File: src/rtl/allpass_comb_reverb_macros.svh
// assertion macros for the reverb block
`ifndef ALLPASS_COMB_REVERB_MACROS_SVH
`define ALLPASS_COMB_REVERB_MACROS_SVH
`ifndef SYNTHESIS
`define ACR_ASSERT(label, clk, rst_n, prop) \
  label: assert property (@(posedge clk) disable iff (!rst_n) prop) else $error("%m failed");
`define ACR_ASSERT_NEVER(label, clk, rst_n, expr) \
  label: assert property (@(posedge clk) disable iff (!rst_n) !(expr)) else $error("%m failed");
`else
`define ACR_ASSERT(label, clk, rst_n, prop)
`define ACR_ASSERT_NEVER(label, clk, rst_n, expr)
`endif
`endif

File: src/rtl/acr_pkg.sv
// shared types, constants and helper functions of the reverb block
package acr_pkg;
  localparam int unsigned WordW = 24;
  localparam int unsigned CoefW = 16;
  localparam logic signed [WordW-1:0] WordMax = 24'sh7fffff;
  localparam logic signed [WordW-1:0] WordMin = -24'sh800000;

  localparam logic [3:0] RegRoom = 4'd0;
  localparam logic [3:0] RegApFb = 4'd1;
  localparam logic [3:0] RegApFw = 4'd2;
  localparam logic [3:0] RegCg2  = 4'd3;
  localparam logic [3:0] RegCg3  = 4'd4;
  localparam logic [3:0] RegCg5  = 4'd5;
  localparam logic [3:0] RegCg7  = 4'd6;

  // queued transaction between front and back
  typedef struct packed {
    logic signed [15:0] sample;
    logic               clear;
  } item_t;

  function automatic logic [2:0] stage_prime(input logic [1:0] i);
    unique case (i)
      2'd0: stage_prime = 3'd2;
      2'd1: stage_prime = 3'd3;
      2'd2: stage_prime = 3'd5;
      default: stage_prime = 3'd7;
    endcase
  endfunction

  function automatic logic signed [WordW-1:0] sat_word(input logic signed [47:0] v);
    if (v > 48'sd8388607) sat_word = WordMax;
    else if (v < -48'sd8388608) sat_word = WordMin;
    else sat_word = v[WordW-1:0];
  endfunction
endpackage

File: src/rtl/acr_front.sv
// input stage and two-entry queue of accepted transactions
module acr_front (
  input  logic                clk_i,
  input  logic                rst_ni,
  input  logic                in_valid_i,
  output logic                in_stall_o,
  input  logic signed [15:0]  sample_in_i,
  input  logic                clear_i,
  output logic                q_valid_o,
  input  logic                q_pop_i,
  output acr_pkg::item_t      q_item_o
);
  import acr_pkg::*;
  item_t       mem_q [2];
  logic        wr_q, rd_q;
  logic [1:0]  cnt_q;
  logic        push;

  assign in_stall_o = (cnt_q == 2'd2);
  assign push       = in_valid_i && !in_stall_o;
  assign q_valid_o  = (cnt_q != 2'd0);
  assign q_item_o   = mem_q[rd_q];

  always_ff @(posedge clk_i) begin
    if (push) begin
      mem_q[wr_q] <= '{sample: sample_in_i, clear: clear_i};
    end
  end

  always_ff @(posedge clk_i or negedge rst_ni) begin
    if (!rst_ni) begin
      wr_q <= 1'b0;
      rd_q <= 1'b0;
      cnt_q <= 2'd0;
    end else begin
      if (push) wr_q <= ~wr_q;
      if (q_pop_i) rd_q <= ~rd_q;
      cnt_q <= cnt_q + {1'b0, push} - {1'b0, q_pop_i};
    end
  end
endmodule

File: config.mk
export PLATFORM = sky130hd
export DESIGN_NAME = acr_front
export DESIGN_NICKNAME = d
export VERILOG_FILES = /design/src/rtl/allpass_comb_reverb_macros.svh /design/src/rtl/acr_pkg.sv /design/src/rtl/acr_front.sv
export SDC_FILE = /design/constraint.sdc
export NUM_CORES = 1
export LEC_CHECK = 0
export BUFFER_PORTS_ARGS = -buffer_cell sky130_fd_sc_hd__buf_2
export CAP_MARGIN = 20
export CORE_ASPECT_RATIO = 1.1
export CORE_MARGIN = 3
export CORE_UTILIZATION = 30
export DETAILED_ROUTE_END_ITERATION = 10
export PLACE_DENSITY = 0.51
export SLEW_MARGIN = 10
export SYNTH_ARGS = -nofsm -noshare
export SYNTH_HDL_FRONTEND = slang
export SYNTH_SLANG_ARGS = --single-unit
File: constraint.sdc
create_clock -name clk_i -period 2.2 [get_ports clk_i]
set_input_delay 0.11 -clock clk_i [delete_from_list [all_inputs] [get_ports clk_i]]
set_output_delay 0.11 -clock clk_i [all_outputs]
set_load 0.01 [all_outputs]
==> flow_summary.ini, run 1 <==
[routing]
wl_per_cell_um = 13.2
first_iter_violations = 24
total_routed_length_mm = 2.32
drt_first_pass_iters = 3
dr_total_vias = 726
drt_drc_violations_left = 0
vias_per_cell = 4.15
drtAntennaViolNets = 0

[min_path]
worst_hold_path_type = primary input to register

[critical_path]
timing.critical_path.fanout_max = 3
worst-setup-path-type = register to register
critPathCaptureType = register
type_of_element_launching_the_critical_path = register
worst-endpoint-required_ps = 2400
worst-endpoint-arrival_ps = 1760

[final_layout]
layout-drive-gt1-share_pct = 57.1
fin_util_pct = 39.1
fillCellCount = 461
multi_input_gate_area_um2 = 314
nets = 141
syn2layout_area_growth_pct = 24.5
final_cell_mix = buf_2 (39), edfxtp_1 (34), mux2_4 (9)
final_common_cell = buf_2
final-seq-area_mm2 = 0.00112
num_antenna_cells = 0

[sta]
final-max-slew-violation-count = 0
worst_slew_pin_slew_ps = 347
rsz0062_at_grt = false
fin_crit_share_pct = 70.8
timing.slew.headroom_pct = 76.8
final.setup_skew_ps = 4.13
maxClockFrequency_mhz = 642
fin_setup_tns_ps = 0
final-setup-viol-count = 0
report.final.hold_viol_count = 0
period_minus_slack_ps = 1560

[synthesis]
synth.net_count = 93
post_synth_main_area_contributors = edfxtp_1 (69%), mux2_4 (9.2%), dfrtp_1 (6.8%), mux2_2 (6.1%), xnor2_1 (1.8%)
postSynthAreaPerCell_um2 = 21.0
ys_ff_latch = 38
synth_largest_type_area_fraction_pct = 69.4
sequential_fraction_of_the_synthesis_area_pct = 76.2
synthDistinctLibCells = 15
dominant_combinational_cell_family_by_area_after_synthesis = multiplexers
syn-cell-area_mm2 = 0.00147
synth_compound_gate_area_share_pct = 0
synthCells = 70
synthSimpleGateAreaFrac_pct = 1.79
synth.mux.area_fraction_pct = 15.3
warning_count_from_the_yosys_run = 0
synth_fa_ha_area_share_pct = 1.70
synth_xor_area_share_pct = 2.38
synth_area_leader_cell = edfxtp_1

[pwr]
power_report.internal_total_uw = 1650
pwr-share-comb_pct = 34.2
switchingPower_uw = 656
peak_ir_drop_on_the_vdd_network_uv = 555
power-per-cell-area_mw_per_mm2 = 1260
power_leakage_uw = 0.000742
p_seq_share_pct = 45.5
power.share.clock_pct = 20.3
power.share.switching_pct = 28.5

[placement]
dp_hpwl_mm = 1.66
gpl.final_weighted_congestion = 0.664
buffer_ports.inserted = 39

[cts]
htree_levels = 2
clk_path_buf_depth = 2
cts_root_buffer = clkbuf_8
clock_pin_slew_on_the_worst_setup_and_hold_paths_ps = 70
post_cts_buffers = 0
clock_sink_count = 38
worst_skew_pair.late_latency_ps = 280
cts_tree = yes
cts_inserted_buffers = 5

[floorplanning]
design.core.area_mm2 = 0.00468
fp.dieW_um = 72.8
io_pins = 40
die_area_mm2 = 0.00578
std_cell_rows = 26
start_util_pct = 31.4
die_y_um = 79.5

[flow_run]
max_cap_violations = 0

[grt]
grt_usage_pct = 8.63
overflow = 0
grt_pass1_vias = 810
antenna_found_initial = 0
grt_pass1_wl_mm = 3.65
grt_start_max_net_pins = 19

[run_status]
status = finished clean
[logic make-up (layout without fill, tap and decap cells)]
kind of cell / Yosys count / after routing
XOR/XNOR: 4 / 4
multiplexers: 17 / 17
adder cells (fa/ha/maj): 2 / 2
buffers and inverters: 4 / 53
AND/OR/NAND/NOR: 5 / 5
flip-flops: 38 / 38
[sequential cells by signal, summed over array words and instances (netlist names)]
register	cells
cnt_q	2
rd_q	1
wr_q	1
mem_q	34
[worst paths after layout]
check | slack, ps | cells past startpoint | end | start
setup reg to reg | 640 | 7 | cnt_q[1]$_DFF_PN0_ | cnt_q[1]$_DFF_PN0_
setup / recovery | 640 | 7 | cnt_q[1]$_DFF_PN0_ | cnt_q[1]$_DFF_PN0_
hold / removal | 20 | 1 | mem_q[1][14]$_DFFE_PP_ | sample_in_i[13]
hold reg to reg | 510 | 1 | wr_q$_DFFE_PN0P_ | wr_q$_DFFE_PN0P_
min in group asynchronous | 180 | 2 | cnt_q[0]$_DFF_PN0_ | rst_ni
max in group asynchronous | 1900 | 2 | wr_q$_DFFE_PN0P_ | rst_ni
[cell usage after synthesis]
cell	instances
edfxtp_1	34
mux2_4	9
mux2_2	8
dfrtp_1	4
xnor2_1	3
ha_1	2
inv_1	2
and3_1	1
buf_12	1
buf_6	1
nand2_1	1
nand2b_1	1
nor2_1	1
or2_2	1
xor2_1	1
[cell type report]
cell class	instances	area share [%]
clock buffer	7	4.71
multi-input combinational	28	17.1
sequential	38	61.2
tap	56	3.83
inverter	2	0.410
clock inverter	1	0.273
timing repair buffer	43	12.4
[power by group through the flow]
stage	Sequential, uW	Combinational, uW	Clock [uW]
6_report	1050	787	467
5_1_grt	1070	859	519
4_1_cts	1050	811	490
3_5_place_dp	1070	807	0
3_3_place_gp	1060	802	0
2_1_floorplan	1050	587	0
[critical path, cell delays in order, from the launching register on]
cell and delay (ps):
dfrtp_1 400, nand2b_1 120, nand2_1 120, ha_1 300, inv_1 40, ha_1 180, xnor2_1 180, xnor2_1 150
[per-layer routing]
layer / up-vias / share of wire [%] / track usage, %
li1: 356 / - / -
met1: 341 / 38 / 8.52
met2: 27 / 53 / 14.9
met3: 2 / 8.3 / 4.79
met4: 0 / 0.52 / 3.32
met5: - / 0 / 0
[what timing repair did]
item / CTS / global route
hold buffers: 1 / 0
hold endpoints to repair: 4 / 0
resized for setup: 0 / 0
[stage by stage]
stage	instance area (um^2)	hold slack [ps]	std cells	worst slack, ps	power, uW
final	1830	16.8	175	643	2300
after global routing	1830	0.244	175	508	2450
after CTS	1830	6.38	175	638	2350
after detailed placement	1730	-78.3	166	654	1870
after global placement	1730	-80.9	166	698	1860
after floorplan	1470	-186	70	486	1640
No activity file was read; power rests on OpenSTA's default activity.
==> run 2: changes to the inputs <==
Settings changed: ABC_AREA set to 1, PLACE_DENSITY 0.51 to 0.5.
Clock period 2.2 ns to 1.5 ns, I/O delays scaled along.
==> run 2 against run 1 <==
Total power increased by 50%. Critical endpoint unchanged. Clock power increased by 28%. Die area increased by 5.6%. Routed wire length increased by 19%. Combinational power increased by 69%. Highest routed layer unchanged.
==> flow_summary.ini, run 2 <==
[run_status]
status = finished clean

[floorplanning]
design.core.area_mm2 = 0.00485
std_cell_rows = 26
io_pins = 40
fp.dieW_um = 74.8
die_y_um = 81.6
die_area_mm2 = 0.00610
start_util_pct = 32.2

[routing]
drt_drc_violations_left = 0
wl_per_cell_um = 11.6
first_iter_violations = 36
dr_total_vias = 1031
drt_first_pass_iters = 4
total_routed_length_mm = 2.76
vias_per_cell = 4.31
drtAntennaViolNets = 0

[final_layout]
final_common_cell = buf_2
syn2layout_area_growth_pct = 32.9
register_bank_with_the_most_flops = mem_q
largest_reg_flops = 34
layout-drive-gt1-share_pct = 35.0
final_cell_mix = buf_2 (39), edfxtp_1 (34), nand2_1 (27)
num_antenna_cells = 0
post_layout_nonfiller_instances = 239
layout_top_registers = mem_q: 34 flops, cnt_q: 2 flops
design_area_mm2 = 0.00207
nets = 207

[synthesis]
post_synth_main_area_contributors = edfxtp_1 (65%), o21ai_2 (7.3%), nand2_1 (6.5%), dfrtp_1 (6.4%), inv_1 (6.0%)
synth_largest_type_area_fraction_pct = 65.4
post-synth-top-count-cell = edfxtp_1
synthCells = 117
syn-cell-area_mm2 = 0.00156
synth.net_count = 140
synthDistinctLibCells = 12
ys_ff_latch = 38
warning_count_from_the_yosys_run = 0
synth_async_sr_flop_share_pct = 10.5
sequential_fraction_of_the_synthesis_area_pct = 71.9
synth-edff-count = 34
ys.flop_type = edfxtp_1
postSynthAreaPerCell_um2 = 13.3
synth_commonest_cells = edfxtp_1 (34), nand2_1 (27), inv_1 (25)
synth_area_leader_cell = edfxtp_1

[sta]
period_minus_slack_ps = 1370
worst_slew_pin_slew_ps = 253
fin_setup_tns_ps = 0
timing.final.ws_setup_ps = 131
report.final.hold_viol_count = 0
final.setup_skew_ps = 1.82
rsz0062_at_grt = false
final-setup-viol-count = 0
maxClockFrequency_mhz = 730
fin_crit_share_pct = 91.3
timing.slew.headroom_pct = 83.1
final-max-slew-violation-count = 0

[critical_path]
timing.critical_path.max_delay_family = adder cells
critPathCaptureType = register
cp.buffers_inverters = 1
timing.critical_path.fanout_max = 3
worst-endpoint-arrival_ps = 1540
slowest_delay_ps = 400
type_of_element_launching_the_critical_path = register
worst-endpoint-required_ps = 1670
worstSetupPathDepth = 7
cell_by_cell_trace_of_the_critical_path = nand2_1 -> nand2_1 -> ha_1 -> inv_1 -> ha_1 -> nand3_1 -> nand2_1
worst_path_max_delay_cell = dfrtp_1
r2r_cells = 7
critical-path-top-cell-by-count = nand2_1
worst-setup-path-type = register to register

[flow_run]
max_cap_violations = 0

[grt]
grt_pass1_vias = 1035
antenna_found_initial = 0
grt_pass1_wl_mm = 4.51
overflow = 0
grt_start_max_net_pins = 21
grt_usage_pct = 9.95

[cts]
cts_hold_buf = 19
cts_inserted_buffers = 5
clock_sink_count = 38
post_cts_buffers = 0
clk_path_buf_depth = 2
clock_pin_slew_on_the_worst_setup_and_hold_paths_ps = 60
cts_tree = yes
cts_root_buffer = clkbuf_8
ctsResizeCount = 0
worst_skew_pair.late_latency_ps = 270
htree_levels = 2

[min_path]
min_delay_path_depth = 3
worst_hold_path_type = primary input to register

[pwr]
peak_ir_drop_on_the_vdd_network_uv = 592
power_uw = 3460
power_leakage_uw = 0.000934
power-per-cell-area_mw_per_mm2 = 1670

[placement]
gpl.final_weighted_congestion = 0.688
dp_hpwl_mm = 2.05
dp.cells = 214
pre_cts_ws_ps = 137
placement.cell_area_mm2 = 0.00181
buffer_ports.inserted = 39
[run 2: cell count changes in the layout (fill, tap and decap cells not counted), sizes merged]
| cell | before | now |
|---|---|---|
| and3 | 1 | 0 |
| mux2 | 17 | 0 |
| clkbuf | 7 | 5 |
| o21ai | 0 | 17 |
| buf | 42 | 45 |
| xnor2 | 3 | 0 |
| inv | 2 | 25 |
| nand2 | 1 | 27 |
| or2 | 1 | 0 |
| nand3 | 0 | 2 |
| nand2b | 1 | 0 |
| dlygate4sd3 | 1 | 19 |
[run 2: logic make-up after synthesis]
kind of cell / count (synthesis) / synth area share, %
AOI/OAI and AO/OA: 17 / 8.58
xor gates and xnor gates: 1 / 0.561
adders and majority gates: 2 / 1.60
buffers and inverters: 29 / 10.0
and+or+nand+nor: 30 / 7.38
DFF: 38 / 71.9
[run 2: final timing paths]
kind,from,to,slack (ps)
max,cnt_q[1]$_DFF_PN0_,cnt_q[1]$_DFF_PN0_,130
min,in_valid_i,wr_q$_DFFE_PN0P_,110
max reg2reg,cnt_q[1]$_DFF_PN0_,cnt_q[1]$_DFF_PN0_,130
min reg2reg,wr_q$_DFFE_PN0P_,wr_q$_DFFE_PN0P_,490
max in group asynchronous,rst_ni,rd_q$_DFFE_PN0P_,1250
min in group asynchronous,rst_ni,cnt_q[0]$_DFF_PN0_,130
[run 2: per-stage QoR]
step / util (%) / hold WS, ps
after floorplan: - / -221
after global placement: 37.4 / -117
after detailed placement: 37.4 / -112
after CTS: 42.8 / 98.5
after global routing: 42.8 / 114
final: 42.8 / 109
[run 2: layout make-up]
type,instances,area [um^2]
clock inverters,1,3.75
well taps,56,70.1
clock buffers,5,68.8
fillers,487,2770
multi-input cells,50,285
inverters,25,93.8
flip-flops and latches,38,1120
repair buffers,64,430
[run 2: worst min-delay path, delay by kind of cell]
| kind | cells | cell delay (ps) |
|---|---|---|
| buf+inv | 1 | 110 |
| simple gates | 2 | 160 |
[run 2: per-layer routing]
layer / share of wire (%) / vias to the layer above / global-route usage (%) / wire length (um)
met2: 53 / 30 / 17.8 / 1480
met4: 0.43 / 0 / 3.20 / 12
met3: 5.6 / 2 / 3.55 / 156
met5: 0 / - / 0 / 0
met1: 40 / 488 / 10.8 / 1120
li1: - / 511 / - / -
[run 2: power by group]
group / switching, uW / leakage (uW) / total (uW) / internal (uW)
Combinational: 808 / 0.000533 / 1330 / 524
Clock: 296 / 0.0000375 / 598 / 302
Sequential: 71.9 / 0.000364 / 1530 / 1450
==> run 3: changes to the inputs <==
Settings changed: ABC_AREA 1 to unset, CORE_UTILIZATION 30 to 35, PLACE_DENSITY 0.5 to 0.57.
==> run 3 against run 2 <==
Highest routed layer unchanged. Sequential power barely moved. Clock skew rose by 2.9 ps. Sequential cell count did not move. Global-route usage rose by 1.1 points. Die area fell by 18%. Final cell count fell by 19%. Total power rose by 8.2%. Register-to-register slack got worse by 50 ps. Clock power rose by 34%. Critical path depth did not move. Via count fell by 19%.
==> flow_summary.ini, run 3 (synthesized netlist as in run 1, its figures left out) <==
[run_status]
status = finished clean

[grt]
grt_pass1_vias = 874
antenna_found_initial = 0
grt_pass1_wl_mm = 3.88
grt_start_max_net_pins = 18
overflow = 0
grt_usage_pct = 11.1

[final_layout]
layout_top_registers = mem_q: 34 flops, cnt_q: 2 flops
syn2layout_area_growth_pct = 42.6
largest_reg_flops = 34
layout-drive-gt1-share_pct = 53.2
final_cell_mix = buf_2 (39), edfxtp_1 (34), dlygate4sd3_1 (19)
post_layout_nonfiller_instances = 193
final_common_cell = buf_2
num_antenna_cells = 0
nets = 164
fillCellCount = 330
register_bank_with_the_most_flops = mem_q
fin_util_pct = 52.5

[flow_run]
max_cap_violations = 0

[cts]
cts_inserted_buffers = 5
cts_tree = yes
htree_levels = 2
clk_path_buf_depth = 2
clock_pin_slew_on_the_worst_setup_and_hold_paths_ps = 70
clock_sink_count = 38
worst_skew_pair.late_latency_ps = 280
cts_root_buffer = clkbuf_8

[min_path]
worst_hold_path_type = primary input to async pin

[pwr]
peak_ir_drop_on_the_vdd_network_uv = 737
power-per-cell-area_mw_per_mm2 = 1780
power_leakage_uw = 0.000861

[sta]
period_minus_slack_ps = 1420
final-setup-viol-count = 0
rsz0062_at_grt = false
maxClockFrequency_mhz = 706
timing.slew.headroom_pct = 89.2
worst_slew_pin_slew_ps = 161
report.final.hold_viol_count = 0
final.setup_skew_ps = 4.73
final-max-slew-violation-count = 0
fin_setup_tns_ps = 0
fin_crit_share_pct = 94.4

[floorplanning]
die_y_um = 74.0
std_cell_rows = 24
die_area_mm2 = 0.00502
start_util_pct = 36.8
design.core.area_mm2 = 0.00399
fp.dieW_um = 67.8
io_pins = 40

[critical_path]
rrSetupSlack_ps = 80
worst_path_max_delay_cell = dfrtp_1
worst-endpoint-required_ps = 1670
reg2reg_to = cnt_q[1]$_DFF_PN0_
critPathCaptureType = register
cell_by_cell_trace_of_the_critical_path = nand2b_4 -> nand2_1 -> ha_1 -> inv_1 -> ha_2 -> xnor2_2 -> xnor2_1
r2r_start = cnt_q[1]$_DFF_PN0_
slowest_delay_ps = 410
worst-endpoint-arrival_ps = 1580
crit_path_start = cnt_q[1]$_DFF_PN0_
r2r_cells = 7
type_of_element_launching_the_critical_path = register
worst-setup-path-type = register to register
timing.critical_path.fanout_max = 3

[placement]
buffer_ports.inserted = 39
dp_hpwl_mm = 1.55
dp.cells = 164
gpl.final_weighted_congestion = 0.688

[routing]
first_iter_violations = 8
drt_drc_violations_left = 0
drt_first_pass_iters = 4
dr_total_vias = 833
total_routed_length_mm = 2.40
wl_per_cell_um = 12.4
drtAntennaViolNets = 0
vias_per_cell = 4.32
==> run 3: how the worst max path moves through the flow <==
stage / end / slack (ps) / depth (start not counted)
after CTS: cnt_q[1]$_DFF_PN0_ / 1 / 7
after global placement: cnt_q[1]$_DFF_PN0_ / 90 / 7
after global routing: cnt_q[1]$_DFF_PN0_ / 20 / 7
after floorplan: mem_q[0][0]$_DFFE_PP_ / 60 / 3
final: cnt_q[1]$_DFF_PN0_ / 80 / 7
after detailed placement: cnt_q[1]$_DFF_PN0_ / 8 / 7
==> run 3: critical path: cells and delay by family, from the launching register on <==
kind	cells	cell delay, ps
xor+xnor	2	260
fa+ha+maj	2	440
buf+inv	1	40
flops	1	410
simple gates	2	150
==> run 3: final cells by class <==
type / count / area (um^2) / share of cell area, %
clock buffers: 5 / 68.8 / 3.28
clock inverters: 2 / 33.8 / 1.61
inverters: 2 / 7.51 / 0.358
multi-input cells: 28 / 332 / 15.8
flip-flops and latches: 38 / 1120 / 53.4
well taps: 52 / 65.1 / 3.10
repair buffers: 66 / 470 / 22.4
==> run 3: where the power goes <==
part	total, uW	internal [uW]	switching, uW
registers	1540	1460	80.9
clock network	803	480	323
logic	1400	772	624
total	3740	2710	1030
==> run 3: layer usage <==
| layer | share of wire [%] | wire length [um] | global-route usage [%] |
|---|---|---|---|
| met4 | 2.4 | 57 | 6.62 |
| met5 | 0 | 0 | 0 |
| met3 | 8.6 | 207 | 5.59 |
| met2 | 50 | 1190 | 17.8 |
| met1 | 39 | 943 | 11.6 |
==> run 3: repair_timing <==
action / 4_1_cts / 5_1_grt
pin swaps: 1 / 1
hold buffers: 19 / 0
endpoints found under the setup margin: 1 / 1
hold endpoints to repair: 39 / 0
gates resized for setup: 1 / 2
setup buffers: 2 / 1
==> run 3: per-stage QoR <==
stage / power [uW] / setup WS [ps] / area (um^2) / hold WS, ps
final: 3740 / 83.4 / 2100 / 128
after global routing: 3950 / 22.4 / 2100 / 145
after CTS: 3750 / 1.41 / 2080 / 113
after detailed placement: 2830 / 7.72 / 1770 / -109
after global placement: 2800 / 93.3 / 1770 / -116
after floorplan: 2410 / 55.5 / 1470 / -221
